`src/hdl/daf_pkg.sv`:
```
// Detection anchor filter package: widths, configuration register indexes
// and the structs passed between the score tracker and the top level.
// No dependencies.
`default_nettype none

package daf_pkg;

  localparam int FRAC_SHIFT = 21;
  localparam int EDGE_W     = 20;
  localparam int SCALE_W    = 24;
  localparam int PROD_W     = EDGE_W + SCALE_W + 1;
  localparam int QUOT_W     = PROD_W - FRAC_SHIFT;
  localparam int COORD_W    = 14;

  typedef enum logic [2:0] {
    REG_SCORE_THRESHOLD = 3'd0,
    REG_PAD_LEFT        = 3'd1,
    REG_PAD_TOP         = 3'd2,
    REG_INVERSE_SCALE   = 3'd3,
    REG_FRAME_WIDTH     = 3'd4,
    REG_FRAME_HEIGHT    = 3'd5
  } cfg_reg_e;

  typedef struct packed {
    logic [15:0] anchor_index;
    logic [7:0]  class_index;
    logic [15:0] confidence;
  } det_meta_t;

  typedef struct packed {
    logic signed [EDGE_W-1:0] left;
    logic signed [EDGE_W-1:0] top;
    logic signed [EDGE_W-1:0] right;
    logic signed [EDGE_W-1:0] bottom;
  } edge_set_t;

  typedef struct packed {
    logic signed [PROD_W-1:0] left;
    logic signed [PROD_W-1:0] top;
    logic signed [PROD_W-1:0] right;
    logic signed [PROD_W-1:0] bottom;
  } prod_set_t;

endpackage

`default_nettype wire

```
`src/hdl/daf_edge_map.sv`:
```
// Edge mapper: floor or ceil of a scaled edge by 2^21, clamped to [0, bound].
// Uses daf_pkg.
`default_nettype none

module daf_edge_map import daf_pkg::*; #(
  parameter bit CEIL_MODE = 1'b0
) (
  input  wire logic signed [PROD_W-1:0] prod,
  input  wire logic [COORD_W-1:0]       bound,
  output      logic [COORD_W-1:0]       edge_pix
);

  localparam logic signed [PROD_W-1:0] ROUND_ADD =
    CEIL_MODE ? PROD_W'((64'd1 << FRAC_SHIFT) - 64'd1) : '0;

  logic signed [PROD_W-1:0] adjusted;
  logic signed [QUOT_W-1:0] quot;
  logic signed [QUOT_W-1:0] bound_ext;

  always_comb begin
    adjusted  = prod + ROUND_ADD;
    quot      = QUOT_W'(adjusted >>> FRAC_SHIFT);
    bound_ext = $signed({{(QUOT_W - COORD_W){1'b0}}, bound});
    if (quot < 0) begin
      edge_pix = '0;
    end else if (quot > bound_ext) begin
      edge_pix = bound;
    end else begin
      edge_pix = quot[COORD_W-1:0];
    end
  end

endmodule

`default_nettype wire

```
`config.mk`:
```
export PLATFORM = sky130hd
export DESIGN_NAME = daf_edge_map
export DESIGN_NICKNAME = d
export VERILOG_FILES = /design/src/hdl/daf_pkg.sv /design/src/hdl/daf_edge_map.sv
export SDC_FILE = /design/constraint.sdc
export NUM_CORES = 1
export LEC_CHECK = 0
export BUFFER_PORTS_ARGS = -buffer_cell sky130_fd_sc_hd__buf_2
export CORE_MARGIN = 1
export CORE_UTILIZATION = 40
export DETAILED_ROUTE_END_ITERATION = 6
export MAX_ROUTING_LAYER = met4
export PLACE_DENSITY = 0.85
export SYNTH_ARGS = -nofsm -noshare
export SYNTH_HDL_FRONTEND = slang
export SYNTH_SLANG_ARGS = --single-unit
```
`constraint.sdc`:
```
create_clock -name vclk -period 3.1
set_clock_uncertainty 0.15 [all_clocks]
set_input_delay 0.155 -clock vclk [all_inputs]
set_output_delay 0.155 -clock vclk [all_outputs]
set_load 0.005 [all_outputs]
```
==> results_dict.tcl <==
set metrics [dict create \
    outcome "finished, final reports clean" \
    drtIter0Drc 6 \
    critPathMaxFanout 29 \
    postCtsSetupRepairBufs 0 \
    grt_max_degree 30 \
    first_pass_iters 4 \
    seq_cell_count 0 \
    hp-class "input pin to primary output" \
    clock_buffers 0 \
    io_pins 73 \
    fp.dieW_um 45.2 \
    seqCellArea_um2 0 \
    p_per_area_nw_per_um2 102 \
    syn-num-nets 173 \
    p_int_uw 53.9 \
    max_cap_violations 0 \
    yosysMostFrequentCell "nand2b_1" \
    postLayoutSetupSlackWorst_ns 0.491 \
    io_buffers 52 \
    wl_per_cell_um 10.4 \
    ys_types 21 \
    min_period_ns 2.61 \
    critPathCaptureType "primary output" \
    min_path_cells 4 \
    clkPwrFrac_pct 0 \
    comb_power_share_pct 100.0 \
    avgSynthCellArea_um2 7.46 \
    num_vias 866 \
    worstPathRequired_ns 2.79 \
    crit_path_start_kind "input pin" \
    post-route-period-util_pct 84.2 \
    grt_pass1_vias 792 \
    grt_overflow 0 \
    swShare_pct 47.6 \
    fp.dieArea_um2 2040 \
    num_antenna_cells 0 \
    max-vdd-ir-drop_uv 51.1 \
    coreArea_um2 1750 \
    setup_violations 0 \
    fin_tns_setup_ns 0 \
    cts_hold_buf 0 \
    rsz0062_at_grt "no" \
    synth_area_leader_cell "ha_1" \
    leakagePower_uw 0.000533 \
    ys_warn_count 0 \
    finalWeightedCongestion 0.678 \
    syn_area_um2 746 \
    grt_first_pass_wirelength_um 2990 \
    post-place-ws_ns 0.489 \
    p_seq_share_pct 0 \
    totalWireLength_um 1800 \
    antenna_found_initial 0 \
    p_switching_uw 49.1 \
    ctsResizeCount 0 \
    tightest_slew_ns 0.622 \
    grtUsageTotal_pct 19.5 \
    via_per_inst 5.01 \
    ys_seq_area_share_pct 0 \
    criticalPathCategory "input pin to primary output" \
    max_slew_margin_pct 58.5 \
    syn_inst 100 \
    fmax_mhz 383 \
    yosys-top-cells-area "ha_1, nand2b_1, mux2i_1" \
    yosysTopAreaCellShare_pct 23.5 \
    slew_violations 0 \
    die_h_um 45.2 \
    place_hpwl_um 1560 \
    hold_end "edge_pix[1]" \
    final-hold-violation-count 0 \
    netlist_top_cells_count "nand2b_1, ha_1, inv_1, mux2i_1" \
    min_from "bound[1]" \
    rows 15 \
    drtAntennaViolNets 0 \
    cp_data_arrival_time_ns 2.30 \
    drcViolationCount 0 \
    drive_above_1_share_pct 37.2 \
    nNetsFinal 223 \
    area_growth_pct 34.9 \
    start_util_pct 42.7 \
]
metal layers:
layer  vias up  wire [µm]  part of all wire, %  GRT usage, %
li1        440          -                    -             -
met1       389        750                   42          21.7
met2        35        938                   52          38.8
met3         2         92                  5.1         0.400
met4         0         21                  1.2          2.42
met5         -          0                    0             -
worst max-delay path by stage:
| stage | start | end | slack (ns) |
|---|---|---|---|
| finish | prod[44] | edge_pix[5] | 0.49 |
| detailed placement | prod[44] | edge_pix[5] | 0.49 |
| CTS | prod[44] | edge_pix[5] | 0.48 |
| global placement | prod[32] | edge_pix[13] | 0.59 |
| floorplan | bound[11] | edge_pix[10] | 1.04 |
| global route | prod[44] | edge_pix[11] | 0.16 |
through the flow:
stage	hold WS (ns)	total power [µW]	instances	util, %	cell area (µm²)
final	0.491	103	173	57.6	1010
after global routing	0.511	119	173	57.6	1010
after CTS	0.495	104	173	57.6	1010
after detailed placement	0.495	103	173	57.6	1010
after global placement	0.489	97.2	173	57.6	1010
after floorplan	0.273	55.2	100	-	746
critical path, stage by stage:
cell,delay [ns]
buf_2,0.22
nor4_2,0.26
nand3_1,0.18
a2111oi_0,0.44
nor2_1,0.14
a21oi_4,0.52
mux2i_1,0.26
buf_2,0.13
placed cells by master (no fill, tap or decap), types with 2 or more instances in the layout:
master | Yosys | final
ha_1 | 14 | 14
nand4_1 | 4 | 4
nor4_2 | 2 | 2
nor2_1 | 2 | 2
nand2b_1 | 28 | 28
buf_2 | 0 | 52
inv_1 | 14 | 14
nand2_1 | 2 | 2
nand3_1 | 3 | 3
mux2i_1 | 14 | 14
a21oi_1 | 4 | 4
power by group through the flow:
stage	Combinational (µW)	Clock, µW	Sequential (µW)
floorplan	55.2	0	0
detailed placement	103	0	0
global placement	97.2	0	0
finish	103	0	0
global route	119	0	0
CTS	104	0	0
cell families (layout without fill, tap and decap cells):
kind of cell	after synthesis	in the layout	share of synthesized area, %
fa+ha+maj	14	14	23.5
compound gates	9	9	9.06
simple gates	45	45	37.4
mux	14	14	18.8
buf+inv	18	66	11.2
final cells by class:
class | instances | area (µm²)
Tap cell | 25 | 31.3
Multi-Input combinational cell | 82 | 662
Fill cell | 180 | 739
Timing Repair Buffer | 52 | 260
Inverter | 14 | 52.6
Power figures use the tool's default switching activity.
