==> src/hdl/daf_pkg.sv <==
// Detection anchor filter package: widths, configuration register indexes
// and the structs passed between the score tracker and the top level.
// No dependencies.
`default_nettype none

package daf_pkg;

  localparam int FRAC_SHIFT = 21;
  localparam int EDGE_W     = 20;
  localparam int SCALE_W    = 24;
  localparam int PROD_W     = EDGE_W + SCALE_W + 1;
  localparam int QUOT_W     = PROD_W - FRAC_SHIFT;
  localparam int COORD_W    = 14;

  typedef enum logic [2:0] {
    REG_SCORE_THRESHOLD = 3'd0,
    REG_PAD_LEFT        = 3'd1,
    REG_PAD_TOP         = 3'd2,
    REG_INVERSE_SCALE   = 3'd3,
    REG_FRAME_WIDTH     = 3'd4,
    REG_FRAME_HEIGHT    = 3'd5
  } cfg_reg_e;

  typedef struct packed {
    logic [15:0] anchor_index;
    logic [7:0]  class_index;
    logic [15:0] confidence;
  } det_meta_t;

  typedef struct packed {
    logic signed [EDGE_W-1:0] left;
    logic signed [EDGE_W-1:0] top;
    logic signed [EDGE_W-1:0] right;
    logic signed [EDGE_W-1:0] bottom;
  } edge_set_t;

  typedef struct packed {
    logic signed [PROD_W-1:0] left;
    logic signed [PROD_W-1:0] top;
    logic signed [PROD_W-1:0] right;
    logic signed [PROD_W-1:0] bottom;
  } prod_set_t;

endpackage

`default_nettype wire

==> src/hdl/daf_score_track.sv <==
// Score tracker: running best score and class per anchor, anchor counter,
// and the first pipeline register holding padded-removed edges. Uses daf_pkg.
`default_nettype none

module daf_score_track import daf_pkg::*; #(
  parameter int MAX_CLASSES = 256,
  parameter int MAX_ANCHORS = 65536
) (
  input  wire logic              clk,
  input  wire logic              rst,
  input  wire logic              in_valid,
  output      logic              in_ready,
  input  wire logic [15:0]       class_score,
  input  wire logic              score_invalid,
  input  wire logic [15:0]       center_x,
  input  wire logic [15:0]       center_y,
  input  wire logic [15:0]       box_width,
  input  wire logic [15:0]       box_height,
  input  wire logic              last_class,
  input  wire logic [15:0]       score_threshold,
  input  wire logic [11:0]       pad_left,
  input  wire logic [11:0]       pad_top,
  input  wire logic              take,
  output      logic              stage_valid,
  output      det_meta_t         stage_meta,
  output      edge_set_t         stage_edges
);

  localparam logic [7:0]  CLASS_LAST  = 8'(MAX_CLASSES - 1);
  localparam logic [15:0] ANCHOR_LAST = 16'(MAX_ANCHORS - 1);

  logic [15:0] running_best;
  logic [7:0]  running_class;
  logic [7:0]  class_position;
  logic        saw_invalid;
  logic [15:0] anchor_position;

  logic        accept;
  logic        replace;
  logic [15:0] best_next;
  logic [7:0]  class_next;
  logic        invalid_next;
  logic        keep;
  logic [EDGE_W-1:0] cx2, cy2, bw, bh, px, py;

  assign in_ready = !stage_valid || take;
  assign accept   = in_valid && in_ready;

  always_comb begin
    replace      = (class_position == 8'd0) || (class_score > running_best);
    best_next    = replace ? class_score : running_best;
    class_next   = replace ? class_position : running_class;
    invalid_next = saw_invalid || score_invalid;
    keep         = !invalid_next && (best_next >= score_threshold);
    cx2          = {3'b000, center_x, 1'b0};
    cy2          = {3'b000, center_y, 1'b0};
    bw           = {4'b0000, box_width};
    bh           = {4'b0000, box_height};
    px           = {3'b000, pad_left, 5'b00000};
    py           = {3'b000, pad_top, 5'b00000};
  end

  always_ff @(posedge clk) begin
    if (rst) begin
      running_best    <= '0;
      running_class   <= '0;
      class_position  <= '0;
      saw_invalid     <= 1'b0;
      anchor_position <= '0;
    end else if (accept) begin
      if (last_class) begin
        running_best    <= '0;
        running_class   <= '0;
        class_position  <= '0;
        saw_invalid     <= 1'b0;
        anchor_position <= (anchor_position == ANCHOR_LAST) ? 16'd0 : anchor_position + 16'd1;
      end else begin
        running_best   <= best_next;
        running_class  <= class_next;
        saw_invalid    <= invalid_next;
        if (class_position < CLASS_LAST) begin
          class_position <= class_position + 8'd1;
        end
      end
    end
  end

  always_ff @(posedge clk) begin
    if (rst) begin
      stage_valid <= 1'b0;
    end else if (in_ready) begin
      stage_valid <= accept && last_class && keep;
    end
  end

  always_ff @(posedge clk) begin
    if (accept && last_class) begin
      stage_meta.anchor_index <= anchor_position;
      stage_meta.class_index  <= class_next;
      stage_meta.confidence   <= best_next;
      stage_edges.left        <= $signed(cx2 - bw - px);
      stage_edges.right       <= $signed(cx2 + bw - px);
      stage_edges.top         <= $signed(cy2 - bh - py);
      stage_edges.bottom      <= $signed(cy2 + bh - py);
    end
  end

endmodule

`default_nettype wire

==> config.mk <==
export PLATFORM = sky130hd
export DESIGN_NAME = daf_score_track
export DESIGN_NICKNAME = d
export VERILOG_FILES = /design/src/hdl/daf_pkg.sv /design/src/hdl/daf_score_track.sv
export SDC_FILE = /design/constraint.sdc
export NUM_CORES = 1
export LEC_CHECK = 0
export ABC_CLOCK_PERIOD_IN_PS = 4700
export BUFFER_PORTS_ARGS = -buffer_cell sky130_fd_sc_hd__buf_2
export CORE_UTILIZATION = 56
export DETAILED_ROUTE_END_ITERATION = 12
export PLACE_DENSITY = 0.82
export SYNTH_ARGS = -nofsm -noshare
export SYNTH_HDL_FRONTEND = slang
export SYNTH_SLANG_ARGS = --single-unit
==> constraint.sdc <==
create_clock -name clk -period 4.7 [get_ports clk]
set_input_delay 0.235 -clock clk [delete_from_list [all_inputs] [get_ports clk]]
set_output_delay 0.235 -clock clk [all_outputs]
set_load 0.02 [all_outputs]
==> flow_summary.json <==
{
  "antenna_found_initial": 0,
  "syn_avg_cell_area_um2": 9.627,
  "dp_hpwl_um": 20570,
  "die_w_um": 146.1,
  "wl_per_cell_um": 15.13,
  "leakage_nw": 6.460,
  "die_h_um": 146.1,
  "dr.pass1.iters": 5,
  "synthTopCellsByArea": "edfxtp_1 (29%), ha_1 (14%), dfxtp_1 (8.6%)",
  "synth_fp_nets": 1493,
  "initial_core_util_pct": 57.29,
  "startpoint_type": "register",
  "post-place-ws_ns": 0.9229,
  "worstPathRequired_ns": 5.06,
  "layout_min_cycle_time_ns": 3.878,
  "routed_wl_um": 26240,
  "grt_pass1_vias": 9382,
  "critPathSlowestCell": "nand3_4",
  "grt_pass1_wl_um": 43800,
  "fin_skew_ns": 0.01856,
  "cts_tree": "yes",
  "period_share_pct": 82.52,
  "die_area_um2": 21350,
  "finalSetupTns_ns": 0,
  "use_met1_pct": 31.65,
  "path_buf_inv": 2,
  "synthToLayoutAreaGrowth_pct": 17.97,
  "via_count": 9460,
  "grt.overflow.total": 0,
  "routed_via_density": 5.456,
  "crit_path_max_fanout": 40,
  "core_um2": 20300,
  "n_antenna_cell": 0,
  "cts.sinks": 164,
  "htree_levels": 4,
  "hp-class": "input pin to register",
  "finalWorstSetupSlack_ns": 0.8216,
  "cts-resized-gates": 0,
  "nets": 1736,
  "grt_busiest_layer": "met2",
  "worst_slew_pin_slew_ns": 1.066,
  "final_max_slew_viol_count": 0,
  "maxSlewHeadroom_pct": 28.83,
  "ant_nets": 0,
  "synth_area_leader_cell": "edfxtp_1",
  "gp_congestion": 0.9217,
  "path_cells": "inv_1, ha_1, a21o_1, nand3_1, a21oi_1, o31ai_2, nand3_4, buf_4, nand2_1, o21ai_1, ha_1, a21oi_1, o211ai_1, a31oi_1, nor3_1, o21ai_0, nand3_1",
  "fmax_mhz": 257.8,
  "cpPeakStageDelay_ns": 0.43,
  "worstSetupPathType": "register to register",
  "grt_use_met3_pct": 5.125,
  "power.density_nw_per_um2": 348.9,
  "rsz0062_at_grt": "no",
  "drv_cap": 0,
  "peakVddDrop_uv": 196.0,
  "cts_buffer_depth": 2,
  "grt_use_total_pct": 25.43,
  "ys_warn_count": 0,
  "synth_cell_types": 72,
  "synth_edf_count": 114,
  "ys_ff_latch": 164,
  "final_cell_mix": "buf_2 (247), inv_1 (203), ha_1 (129), edfxtp_1 (114), nor2_1 (99)",
  "drc_errors": 0,
  "rr_startpoint": "running_best[9]",
  "worst_hold_slack_ns": 0.04326,
  "cp-end-kind": "register",
  "hold_violations": 0,
  "startpoint": "running_best[9]",
  "synth_top_flop_cell": "edfxtp_1",
  "drt_iter0_markers": 410,
  "netlist_area_um2": 11630,
  "final_common_cell": "buf_2",
  "grt_max_degree": 52,
  "seq_area_frac_synth_pct": 38.04,
  "finalPower_mw": 4.787,
  "netlist_instances": 1208,
  "clk_pin_slew_worst_paths_ns": 0.07,
  "port_buffers": 247,
  "cp_top_family": "compound AO/OA/AOI/OAI gates",
  "ctsRootBufferMaster": "clkbuf_16",
  "postCtsSetupRepairBufs": 0,
  "ios": 248,
  "setup_violations": 0,
  "run_status": "finished clean",
  "rows": 52,
  "hold_path_startpoint": "box_width[0]",
  "crit_arrival_ns": 4.24,
  "gr-usage-met2_pct": 43.92,
  "clk_latency_ns": 0.43,
  "cts_hold_buf": 0,
  "numCtsBuffers": 17,
  "yosys.area.top_type_share_pct": 29.44,
  "synth_async_sr_flop_share_pct": 0,
  "drive_above_1_share_pct": 20.70
}
[state kept, by name, summed over array words and instances (netlist names)]
| register | cells |
|---|---|
| saw_invalid | 1 |
| class_position | 8 |
| stage_valid | 1 |
| running_class | 8 |
| stage_edges | 74 |
| anchor_position | 16 |
| running_best | 16 |
| stage_meta | 40 |
[final timing paths]
path	endpoint	slack (ns)	cells past startpoint
min	stage_edges[60]	0.04	1
max reg2reg	stage_valid	0.82	17
min reg2reg	saw_invalid	0.48	2
max	stage_valid	0.82	17
[through the flow]
step	utilization, %	cells	area (µm²)
6_report	67.59	1734	13720
5_1_grt	67.59	1734	13720
4_1_cts	67.59	1734	13720
3_5_place_dp	64.50	1702	13090
3_3_place_gp	64.50	1702	13090
2_1_floorplan	-	1208	11630
[power by group]
| part | switching (mW) | total [mW] | internal [mW] |
|---|---|---|---|
| combinational | 0.940 | 1.60 | 0.655 |
| clock | 0.697 | 1.43 | 0.733 |
| sequential | 0.0310 | 1.76 | 1.73 |
| total | 1.67 | 4.79 | 3.12 |
[routing by layer]
layer	share of wire, %	routed length (µm)
met3	6.0	1587
met4	2.3	614
met1	42	11110
met2	49	12930
met5	0	0
[layout make-up]
cell class,count,area (µm²)
tap,270,337.8
multi-input combinational,810,6289
clock buffer,17,425.4
timing repair buffer,250,1259
inverter,208,783.3
clock inverter,15,201.4
fill,1583,6580
sequential,164,4424
[kinds of logic (layout without fill, tap and decap cells)]
family / count (synthesis) / count (layout) / share of synthesized area, %
AOI/OAI and AO/OA: 274 / 274 / 16.01
and+or+nand+nor: 280 / 280 / 11.52
buffers and inverters: 234 / 490 / 7.907
muxes: 9 / 9 / 0.8500
DFF: 164 / 164 / 38.04
adders and majority gates: 159 / 159 / 19.04
xor gates and xnor gates: 88 / 88 / 6.627
[Yosys cell counts (all sizes together), types with 30 or more instances]
| master | count |
|---|---|
| dfxtp | 50 |
| nor2 | 100 |
| a21o | 30 |
| fa | 30 |
| a21oi | 66 |
| xnor2 | 50 |
| o21ai | 64 |
| inv | 207 |
| ha | 129 |
| xor2 | 38 |
| edfxtp | 114 |
| nand2 | 60 |
(Power assumes the default switching activity.)
